$ cat src/rtl/core/sha256_stream_hasher_assert.svh
// Assertion macros for the SHA-256 stream hasher
// The asserting module provides i_clk and i_rst_n.
`ifndef SHA256_STREAM_HASHER_ASSERT_SVH
`define SHA256_STREAM_HASHER_ASSERT_SVH
// implication checked every clock outside reset
`define SHA_ASSERT_IMP(label, ante, cons, msg) \
    label: assert property (@(posedge i_clk) disable iff (!i_rst_n) (ante) |-> (cons)) \
        else $error(msg);
// next-cycle implication checked every clock outside reset
`define SHA_ASSERT_NEXT(label, ante, cons, msg) \
    label: assert property (@(posedge i_clk) disable iff (!i_rst_n) (ante) |=> (cons)) \
        else $error(msg);
`endif

$ cat src/rtl/core/sha256_pkg.sv
// ----------------------------------------------------------------------------
// sha256_pkg
// Shared types, constants and round functions for the SHA-256 hasher.
// ----------------------------------------------------------------------------
package sha256_pkg;

    localparam logic OP_ABSORB = 1'b0;
    localparam logic OP_FINISH = 1'b1;

    // datapath commands
    typedef struct packed {
        logic       wr_byte;     // store byte into buffer at fill pointer
        logic       wr_pad80;    // store 0x80 at fill pointer
        logic       wr_zero;     // store zero at fill pointer
        logic       wr_len;      // store length byte at fill pointer
        logic       clr_head;    // meant to restart fill pointer at byte 0; never set, and ignored by the datapath
        logic       ptr_inc;     // advance fill pointer
        logic       comp_start;  // load working words from hash
        logic       round_en;    // run one round
        logic       comp_done;   // fold working words into hash
        logic       add_block;   // count 512 bits
        logic       latch_total; // snapshot bit length for padding
        logic       restart;     // back to initial hash
    } t_cmd;

    typedef struct packed {
        logic [5:0] fill;        // fill pointer
        logic [5:0] round;       // current round
    } t_stat;

    localparam logic [31:0] H_INIT [8] = '{
        32'h6a09e667, 32'hbb67ae85, 32'h3c6ef372, 32'ha54ff53a,
        32'h510e527f, 32'h9b05688c, 32'h1f83d9ab, 32'h5be0cd19};

    localparam logic [31:0] ROUND_K [64] = '{
        32'h428a2f98,32'h71374491,32'hb5c0fbcf,32'he9b5dba5,32'h3956c25b,32'h59f111f1,
        32'h923f82a4,32'hab1c5ed5,32'hd807aa98,32'h12835b01,32'h243185be,32'h550c7dc3,
        32'h72be5d74,32'h80deb1fe,32'h9bdc06a7,32'hc19bf174,32'he49b69c1,32'hefbe4786,
        32'h0fc19dc6,32'h240ca1cc,32'h2de92c6f,32'h4a7484aa,32'h5cb0a9dc,32'h76f988da,
        32'h983e5152,32'ha831c66d,32'hb00327c8,32'hbf597fc7,32'hc6e00bf3,32'hd5a79147,
        32'h06ca6351,32'h14292967,32'h27b70a85,32'h2e1b2138,32'h4d2c6dfc,32'h53380d13,
        32'h650a7354,32'h766a0abb,32'h81c2c92e,32'h92722c85,32'ha2bfe8a1,32'ha81a664b,
        32'hc24b8b70,32'hc76c51a3,32'hd192e819,32'hd6990624,32'hf40e3585,32'h106aa070,
        32'h19a4c116,32'h1e376c08,32'h2748774c,32'h34b0bcb5,32'h391c0cb3,32'h4ed8aa4a,
        32'h5b9cca4f,32'h682e6ff3,32'h748f82ee,32'h78a5636f,32'h84c87814,32'h8cc70208,
        32'h90befffa,32'ha4506ceb,32'hbef9a3f7,32'hc67178f2};

    function automatic logic [31:0] rotr(input logic [31:0] x, input int n);
        rotr = (x >> n) | (x << (32 - n));
    endfunction

endpackage

$ cat src/rtl/core/sha256_ctrl.sv
// ----------------------------------------------------------------------------
// sha256_ctrl
// Sequencer: byte intake, padding, 64-round compression and digest output.
// ----------------------------------------------------------------------------
module sha256_ctrl (
    input  logic                 i_clk,
    input  logic                 i_rst_n,
    input  logic                 i_in_valid,
    input  logic                 i_in_op,
    input  logic                 i_out_ready,
    input  sha256_pkg::t_stat    i_stat,
    output logic                 o_in_ready,
    output logic                 o_out_valid,
    output logic [2:0]           o_out_idx,
    output sha256_pkg::t_cmd     o_cmd
);

    typedef enum logic [2:0] {
        S_IDLE, S_ROUND, S_FOLD, S_PAD, S_LEN, S_EMIT
    } t_state;

    t_state     r_state, n_state;
    logic       r_final, n_final;   // compression is the last block of the finish
    logic       r_pend, n_pend;     // a finish is under way
    logic [2:0] r_idx, n_idx;
    logic       w_acc;
    logic       w_last_round;

    assign o_in_ready   = (r_state == S_IDLE);
    assign o_out_valid  = (r_state == S_EMIT);
    assign o_out_idx    = r_idx;
    assign w_acc        = i_in_valid && o_in_ready;
    assign w_last_round = (r_state == S_ROUND) && (i_stat.round == 6'd63);

    // next state and commands
    always_comb begin
        n_state = r_state;
        n_final = r_final;
        n_idx   = r_idx;
        o_cmd   = '0;
        case (r_state)
            S_IDLE: begin
                if (w_acc) begin
                    if (i_in_op == sha256_pkg::OP_ABSORB) begin
                        o_cmd.wr_byte = 1'b1;
                        o_cmd.ptr_inc = 1'b1;
                        if (i_stat.fill == 6'd63) begin
                            o_cmd.comp_start = 1'b1;
                            o_cmd.add_block  = 1'b1;
                            n_final = 1'b0;
                            n_state = S_ROUND;
                        end
                    end else begin
                        o_cmd.latch_total = 1'b1;
                        o_cmd.wr_pad80    = 1'b1;
                        o_cmd.ptr_inc     = 1'b1;
                        if (i_stat.fill == 6'd63) begin
                            o_cmd.comp_start = 1'b1;
                            n_final = 1'b0;
                            n_state = S_ROUND;
                        end else begin
                            n_state = S_PAD;
                        end
                    end
                end
            end
            S_ROUND: begin
                o_cmd.round_en = 1'b1;
                if (i_stat.round == 6'd63) begin
                    n_state = S_FOLD;
                end
            end
            S_FOLD: begin
                o_cmd.comp_done = 1'b1;
                if (r_final) begin
                    n_idx   = 3'd0;
                    n_state = S_EMIT;
                end else if (r_pend) begin
                    // padding continues if a finish is under way
                    n_state = S_PAD;
                end else begin
                    n_state = S_IDLE;
                end
            end
            S_PAD: begin
                // zero up to byte 56, wrapping through a block if needed
                if (i_stat.fill == 6'd56) begin
                    n_state = S_LEN;
                end else begin
                    o_cmd.wr_zero = 1'b1;
                    o_cmd.ptr_inc = 1'b1;
                    if (i_stat.fill == 6'd63) begin
                        o_cmd.comp_start = 1'b1;
                        n_final = 1'b0;
                        n_state = S_ROUND;
                    end
                end
            end
            S_LEN: begin
                o_cmd.wr_len  = 1'b1;
                o_cmd.ptr_inc = 1'b1;
                if (i_stat.fill == 6'd63) begin
                    o_cmd.comp_start = 1'b1;
                    n_final = 1'b1;
                    n_state = S_ROUND;
                end
            end
            S_EMIT: begin
                if (i_out_ready) begin
                    n_idx = r_idx + 3'd1;
                    if (r_idx == 3'd7) begin
                        o_cmd.restart = 1'b1;
                        n_state = S_IDLE;
                    end
                end
            end
            default: n_state = S_IDLE;
        endcase
    end

    // finish tracking, held across an early padding block
    always_comb begin
        n_pend = r_pend;
        if (w_acc && i_in_op == sha256_pkg::OP_FINISH) n_pend = 1'b1;
        if (o_cmd.restart) n_pend = 1'b0;
    end

    // state register
    always_ff @(posedge i_clk) begin
        if (!i_rst_n) begin
            r_state <= S_IDLE;
            r_final <= 1'b0;
            r_idx   <= 3'd0;
            r_pend  <= 1'b0;
        end else begin
            r_state <= n_state;
            r_final <= n_final;
            r_idx   <= n_idx;
            r_pend  <= n_pend;
        end
    end

    `include "sha256_stream_hasher_assert.svh"
    `SHA_ASSERT_IMP(a_ready_idle, o_in_ready, !o_out_valid, "ready while emitting")
    `SHA_ASSERT_NEXT(a_fold_after_round, w_last_round, r_state == S_FOLD, "missing fold")
    `SHA_ASSERT_IMP(a_emit_final, r_state == S_EMIT, r_pend, "emit outside finish")

endmodule

$ cat src/rtl/core/sha256_dpath.sv
// ----------------------------------------------------------------------------
// sha256_dpath
// Block buffer, message schedule, round unit, hash state and bit counter.
// ----------------------------------------------------------------------------
module sha256_dpath (
    input  logic               i_clk,
    input  logic               i_rst_n,
    input  logic [7:0]         i_byte,
    input  logic [2:0]         i_out_idx,
    input  sha256_pkg::t_cmd   i_cmd,
    output sha256_pkg::t_stat  o_stat,
    output logic [31:0]        o_digest
);

    logic [31:0] r_buf [16];     // block buffer, big-endian words
    logic [31:0] r_w [16];
    logic [31:0] r_wnext;        // schedule word of the next round
    logic [31:0] r_h [8];
    logic [31:0] r_v [8];
    logic [5:0]  r_fill;
    logic [5:0]  r_round;
    logic [63:0] r_bits;
    logic [63:0] r_total;

    logic [7:0]  w_wbyte;
    logic [31:0] w_sched, w_w2, w_w15, w_s0, w_s1, w_t1, w_t2, w_e, w_a, w_ch, w_maj;
    logic [63:0] w_tot;
    logic [2:0]  w_lsel;

    // byte written into the buffer
    assign w_lsel = r_fill[2:0];
    assign w_tot  = r_bits + {55'd0, r_fill, 3'd0};
    always_comb begin
        w_wbyte = i_byte;
        if (i_cmd.wr_pad80) w_wbyte = 8'h80;
        if (i_cmd.wr_zero)  w_wbyte = 8'h00;
        if (i_cmd.wr_len)   w_wbyte = r_total[{~w_lsel, 3'd0} +: 8];
    end

    // schedule word for the next round, registered during the current round
    assign w_w2  = r_w[15];
    assign w_w15 = r_w[2];
    assign w_s1  = sha256_pkg::rotr(w_w2, 17) ^ sha256_pkg::rotr(w_w2, 19) ^ (w_w2 >> 10);
    assign w_s0  = sha256_pkg::rotr(w_w15, 7) ^ sha256_pkg::rotr(w_w15, 18) ^ (w_w15 >> 3);
    always_comb begin
        if (r_round < 6'd16)
            w_sched = r_buf[r_round[3:0]];
        else
            w_sched = r_wnext;
    end

    // round function
    assign w_e   = r_v[4];
    assign w_a   = r_v[0];
    assign w_ch  = (w_e & r_v[5]) ^ (~w_e & r_v[6]);
    assign w_maj = (w_a & r_v[1]) ^ (w_a & r_v[2]) ^ (r_v[1] & r_v[2]);
    assign w_t1  = r_v[7] + (sha256_pkg::rotr(w_e, 6) ^ sha256_pkg::rotr(w_e, 11)
                   ^ sha256_pkg::rotr(w_e, 25)) + w_ch + sha256_pkg::ROUND_K[r_round] + w_sched;
    assign w_t2  = (sha256_pkg::rotr(w_a, 2) ^ sha256_pkg::rotr(w_a, 13)
                   ^ sha256_pkg::rotr(w_a, 22)) + w_maj;

    // buffer and schedule window: payload only
    always_ff @(posedge i_clk) begin
        if (i_cmd.wr_byte || i_cmd.wr_pad80 || i_cmd.wr_zero || i_cmd.wr_len) begin
            r_buf[r_fill[5:2]][{~r_fill[1:0], 3'd0} +: 8] <= w_wbyte;
        end
        if (i_cmd.latch_total) r_total <= w_tot;
        if (i_cmd.round_en) begin
            for (int i = 0; i < 15; i++) r_w[i] <= r_w[i+1];
            r_w[15] <= w_sched;
            r_wnext <= w_s1 + r_w[10] + w_s0 + r_w[1];
            r_v[7] <= r_v[6];
            r_v[6] <= r_v[5];
            r_v[5] <= w_e;
            r_v[4] <= r_v[3] + w_t1;
            r_v[3] <= r_v[2];
            r_v[2] <= r_v[1];
            r_v[1] <= w_a;
            r_v[0] <= w_t1 + w_t2;
        end else if (i_cmd.comp_start) begin
            r_v <= r_h;
        end
    end

    // control-state registers
    always_ff @(posedge i_clk) begin
        if (!i_rst_n) begin
            r_h     <= sha256_pkg::H_INIT;
            r_fill  <= 6'd0;
            r_round <= 6'd0;
            r_bits  <= 64'd0;
        end else begin
            if (i_cmd.ptr_inc) r_fill <= r_fill + 6'd1;
            if (i_cmd.round_en) r_round <= r_round + 6'd1;
            if (i_cmd.add_block) r_bits <= r_bits + 64'd512;
            if (i_cmd.comp_done) begin
                for (int i = 0; i < 8; i++) r_h[i] <= r_h[i] + r_v[i];
            end
            if (i_cmd.restart) begin
                r_h    <= sha256_pkg::H_INIT;
                r_fill <= 6'd0;
                r_bits <= 64'd0;
            end
        end
    end

    assign o_stat.fill  = r_fill;
    assign o_stat.round = r_round;
    assign o_digest     = r_h[i_out_idx];

    `include "sha256_stream_hasher_assert.svh"
    `SHA_ASSERT_NEXT(a_round_step, i_cmd.round_en, r_round == $past(r_round) + 6'd1, "round step")
    `SHA_ASSERT_IMP(a_no_fill_in_round, i_cmd.round_en, !i_cmd.ptr_inc, "fill during rounds")
    `SHA_ASSERT_NEXT(a_restart_clr, i_cmd.restart, r_fill == 6'd0 && r_bits == 64'd0, "restart")

endmodule

$ cat src/rtl/core/sha256_stream_hasher.sv
// An absorb stores one byte; every 64th byte starts a compression (64 rounds + fold)
// and no input is accepted until it ends. A finish with n bytes waiting pads with
// 0x80, zeros to byte 56 and the bit length, compressing one block, or two when
// n >= 56, then 8 digest transactions, one per accepted cycle. Input waits meanwhile.
// Reset: synchronous active-low i_rst_n; hash returns to the initial values,
// counters clear; the buffer and schedule window hold no reset.
// ----------------------------------------------------------------------------
// sha256_stream_hasher
// Byte-stream SHA-256 hasher with eight-word digest output.
// ----------------------------------------------------------------------------
module sha256_stream_hasher (
    input  logic        i_clk,
    input  logic        i_rst_n,
    input  logic        s_axis_tvalid,
    output logic        s_axis_tready,
    input  logic [7:0]  s_axis_tdata,   // [7:0] data_byte
    input  logic        s_axis_tuser,   // [0] operation
    output logic        m_axis_tvalid,
    input  logic        m_axis_tready,
    output logic [39:0] m_axis_tdata,   // [31:0] digest_word, [34:32] word_index, zero pad
    output logic        m_axis_tlast    // last_word
);

    sha256_pkg::t_cmd  w_cmd;
    sha256_pkg::t_stat w_stat;
    logic [2:0]        w_idx;
    logic [31:0]       w_digest;

    sha256_ctrl u_ctrl (
        .i_clk       (i_clk),
        .i_rst_n     (i_rst_n),
        .i_in_valid  (s_axis_tvalid),
        .i_in_op     (s_axis_tuser),
        .i_out_ready (m_axis_tready),
        .i_stat      (w_stat),
        .o_in_ready  (s_axis_tready),
        .o_out_valid (m_axis_tvalid),
        .o_out_idx   (w_idx),
        .o_cmd       (w_cmd)
    );

    sha256_dpath u_dpath (
        .i_clk     (i_clk),
        .i_rst_n   (i_rst_n),
        .i_byte    (s_axis_tdata),
        .i_out_idx (w_idx),
        .i_cmd     (w_cmd),
        .o_stat    (w_stat),
        .o_digest  (w_digest)
    );

    assign m_axis_tdata = {5'd0, w_idx, w_digest};
    assign m_axis_tlast = (w_idx == 3'd7);

endmodule

$ cat config.mk
export PLATFORM = sky130hd
export DESIGN_NAME = sha256_stream_hasher
export DESIGN_NICKNAME = d
export VERILOG_FILES = /design/src/rtl/core/sha256_pkg.sv /design/src/rtl/core/sha256_ctrl.sv /design/src/rtl/core/sha256_dpath.sv /design/src/rtl/core/sha256_stream_hasher.sv
export VERILOG_INCLUDE_DIRS = /design/src /design/src/rtl/core
export SDC_FILE = /design/constraint.sdc
export NUM_CORES = 2
export LEC_CHECK = 0
export ABC_AREA = 1
export BUFFER_PORTS_ARGS = -buffer_cell sky130_fd_sc_hd__buf_2
export CORE_MARGIN = 2
export CORE_UTILIZATION = 40
export CTS_CLUSTER_SIZE = 16
export DETAILED_ROUTE_END_ITERATION = 10
export PLACE_DENSITY = 0.56
export RECOVER_POWER = 100
export SLEW_MARGIN = 20
export SYNTH_ARGS = -nofsm -noshare
export SYNTH_HDL_FRONTEND = slang
export SYNTH_SLANG_ARGS = --single-unit
$ cat constraint.sdc
create_clock -name i_clk -period 15.6 [get_ports i_clk]
set_input_delay 2.34 -clock i_clk [delete_from_list [all_inputs] [get_ports i_clk]]
set_output_delay 2.34 -clock i_clk [all_outputs]
set_load 0.05 [all_outputs]
==> out/qor.txt <==
final WL: 366 mm
vias: 77,300
nets@finish: 10,700
antenna viol nets, final: 0
failing checks: max-capacitance violations, max-slew violations
largest net degree at the start of global routing: 192
Critical Path RT: 16.11 ns
mapped cell area: 0.0939 mm2
Routed WL per cell: 27.3 um
setup TNS: 0 ns
die footprint: 0.239 mm2
fmax: 82.0 MHz
Fin. Hold Viols: 0
critical path class: reg2reg
final setup margin: 3.41 ns
crit path max-delay cell type: dfxtp_1
Core Area: 0.233 mm2
Synth Instances: 10,100
GRT overflow: 0
H-tree depth: 4
drt initial violations: 9,381
simple-gate share of the synthesized area: 14.0%
CP Max Fanout: 59
Place WS: 6.20 ns
Slew Limit Fails: 1,665
worst-margin pin slew: 5.20 ns
sequential area share after synthesis: 50.1%
synthesized flop and latch total: 1,676
post-synthesis compound-gate area fraction: 15.8%
DIE HEIGHT: 488 um
CTS buffer count: 187
Final Hold Slack: 0.399 ns
yosys warns: 0
Synth Area in Adders: 9.58%
Finish-stage setup viols: 0
Die X: 488 um
arrival time worst endpoint: 12.70 ns
CTS tree: done
IO buf count: 50
vias per cell: 5.76
GRT Util Overall: 30.1%
Post-Syn Area per Cell: 9.25 um2
postcts setup bufs: 0
R2R setup slack: 3.41 ns
vias in the first global route: 72,300
Tightest Hold Check Type: reg2reg
critical path's top delay family: compound AO/OA/AOI/OAI gates
hold_buf cts: 0
Pre-Repair DR Iteration Count: 6
headroom to the max-slew limit: -248%
antenna violations before repair: 14
Critical Path Most Common Cell: o21ai_0
mux cell area share after synthesis: 0.0107%
first-pass GRT wire length: 521 mm
clk_lat worst skew: 0.87 ns
largest family of logic cells by synthesized area: compound AO/OA/AOI/OAI gates
clk sinks: 1,676
async set-reset flop share out of synthesis: 0%
CP Buf/Inv Count: 5
synth unique cells: 71
post-cts resize count: 0
Worst path depth: 27
CP endpoint kind: flop
ys flop type: edfxtp_1
clk slew on worst S/H paths: 0.06 ns
Post-DP HPWL: 276 mm
GP Congestion: 1.04
crit path launch type: flop
area delta synth->final: 10.4%
Max Cap Viol: 27
Reg2Reg Depth: 27
status: finished, violations left
Post-synth EDFFs: 1,341
max incr delay on CP: 2.01 ns
DRC: 0
fraction of layout cells with a size suffix above 1: 4.61%
clock skew: 0.0731 ns
Finished Core Util: 44.5%
Tcrit/Tclk final: 78.1%
Core Rows: 177
I/O Pins: 56
Post-Synth XOR/XNOR Area: 4.22%
Min Clock Period, post-route: 12.19 ns
CTS Buffer Depth: 3
Worst Setup EP: u_dpath.w_a[23]
RSZ-0062 raised after global routing: false
R2R Path End: u_dpath.w_a[23]
CTS root buf: clkbuf_16
Initial Util: 40.3%
==> metal layers <==
layer  routed length (um)  GRT usage [%]  vias up
li1                     -              -    35000
met1               162000           44.0    38100
met2               154000           44.0     3666
met3                36500           6.72      554
met4                13700           9.78        6
met5                   34              0        -
==> worst reg2reg max path, stage by stage, from the launching register on <==
cell and delay, ns:
dfxtp_1 2.01, inv_1 1.37, clkbuf_1 0.89, o21ai_0 0.30
o22ai_1 0.12, o21ai_0 0.67, a31oi_1 0.16, clkbuf_1 0.33
fa_1 0.63, inv_1 0.06, fa_1 0.49, inv_1 0.06
ha_1 0.46, nand2_1 0.11, o21ai_2 0.35, a21boi_0 0.23
o21ai_0 0.32, xor2_1 0.64, fa_1 0.53, ha_1 0.39
nand2_1 0.15, nor2_1 0.16, nand4_1 0.09, o21ai_0 0.68
a21oi_1 0.22, o21bai_1 0.23, xnor2_1 0.13, o21ai_0 0.08
==> flip-flops by register name, summed over array words and instances (netlist names), named ones only <==
name              flops
u_ctrl.r_state        3
u_dpath.r_bits       55
u_ctrl.r_pend         1
u_dpath.r_w         480
u_ctrl.o_out_idx      3
u_dpath.r_round       6
u_dpath.r_buf       512
u_dpath.r_total      61
u_dpath.w_e          32
u_dpath.r_fill        6
u_dpath.r_h         256
u_dpath.w_a          32
u_ctrl.r_final        1
u_dpath.r_wnext      32
u_dpath.r_v         192
==> cell usage in the layout (no fill, tap or decap), types with 10 or more instances in the layout <==
cell	n
o21a_1	26
nor4_1	28
nor3_1	126
a21o_1	56
o211ai_1	57
clkbuf_16	191
o31ai_1	18
o21ai_0	1161
clkbuf_1	140
clkinv_1	35
xnor2_1	170
fa_1	195
nand3_1	358
a21oi_1	896
buf_2	15
ha_1	400
nand4_1	67
buf_4	86
or2_2	47
dfxtp_1	330
a32oi_1	10
edfxtp_1	1341
inv_1	1127
a31oi_1	99
a221oi_1	36
nor2_1	993
o22ai_1	56
nand2_1	1530
bufinv_16	19
a21boi_0	18
o21bai_1	55
xor2_1	282
clkinv_2	26
o221ai_1	118
and3_1	10
o311ai_0	10
==> Yosys cell counts, drive strengths merged, types with 26 or more instances <==
cell / n / share of area (%)
nand2: 1535 / 6.2
edfxtp: 1341 / 43
o21ai: 1165 / 6.2
inv: 1135 / 4.5
nor2: 1005 / 4.1
a21oi: 896 / 4.8
ha: 400 / 5.3
clkbuf: 377 / 1.5
nand3: 359 / 1.9
dfxtp: 335 / 7.1
xor2: 282 / 2.6
fa: 195 / 4.2
xnor2: 170 / 1.6
nor3: 130 / 0.71
o221ai: 118 / 1.1
a31oi: 99 / 0.67
nand4: 68 / 0.46
o211ai: 57 / 0.46
a21o: 56 / 0.45
o22ai: 56 / 0.37
o21bai: 55 / 0.44
or2: 48 / 0.32
buf: 39 / 0.19
a221oi: 36 / 0.34
nor4: 29 / 0.20
o21a: 26 / 0.21
==> cell type report <==
cell class / count / area, um2
flip-flops and latches: 1676 / 47000
multi-input cells: 6915 / 41000
inverters: 1144 / 4310
clock buffers: 246 / 5040
diodes: 8 / 20.0
well taps: 3132 / 3920
clock inverters: 103 / 1220
repair buffers: 195 / 1120
fillers: 22600 / 129000
==> worst min-delay path by stage <==
stage | start | to | depth (start not counted)
2_1_floorplan | u_dpath.r_w[0][132] | u_dpath.r_w[0][100] | 0
3_3_place_gp | u_dpath.r_w[1][111] | u_dpath.r_w[1][79] | 0
3_5_place_dp | u_dpath.r_w[0][134] | u_dpath.r_w[0][102] | 0
4_1_cts | u_dpath.r_w[0][161] | u_dpath.r_w[0][129] | 0
5_1_grt | u_dpath.r_w[1][124] | u_dpath.r_w[1][92] | 0
6_report | u_dpath.r_w[0][161] | u_dpath.r_w[0][129] | 0
==> through the flow <==
| step | instances | instance area [um2] |
|---|---|---|
| after global routing | 13400 | 104000 |
| after detailed placement | 13100 | 97700 |
| after floorplan | 10200 | 93900 |
| final | 13400 | 104000 |
| after global placement | 13100 | 97700 |
| after CTS | 13400 | 104000 |
==> cells by family after synthesis <==
kind of cell | count (synthesis)
buffers and inverters | 1560
DFF | 1676
other | 1
xor gates and xnor gates | 452
and+or+nand+nor | 3199
adders and majority gates | 603
muxes | 1
AOI/OAI and AO/OA | 2655
Power is not shown: default switching activity piles up to over one toggle a cycle in this logic, so the estimate is an artifact.
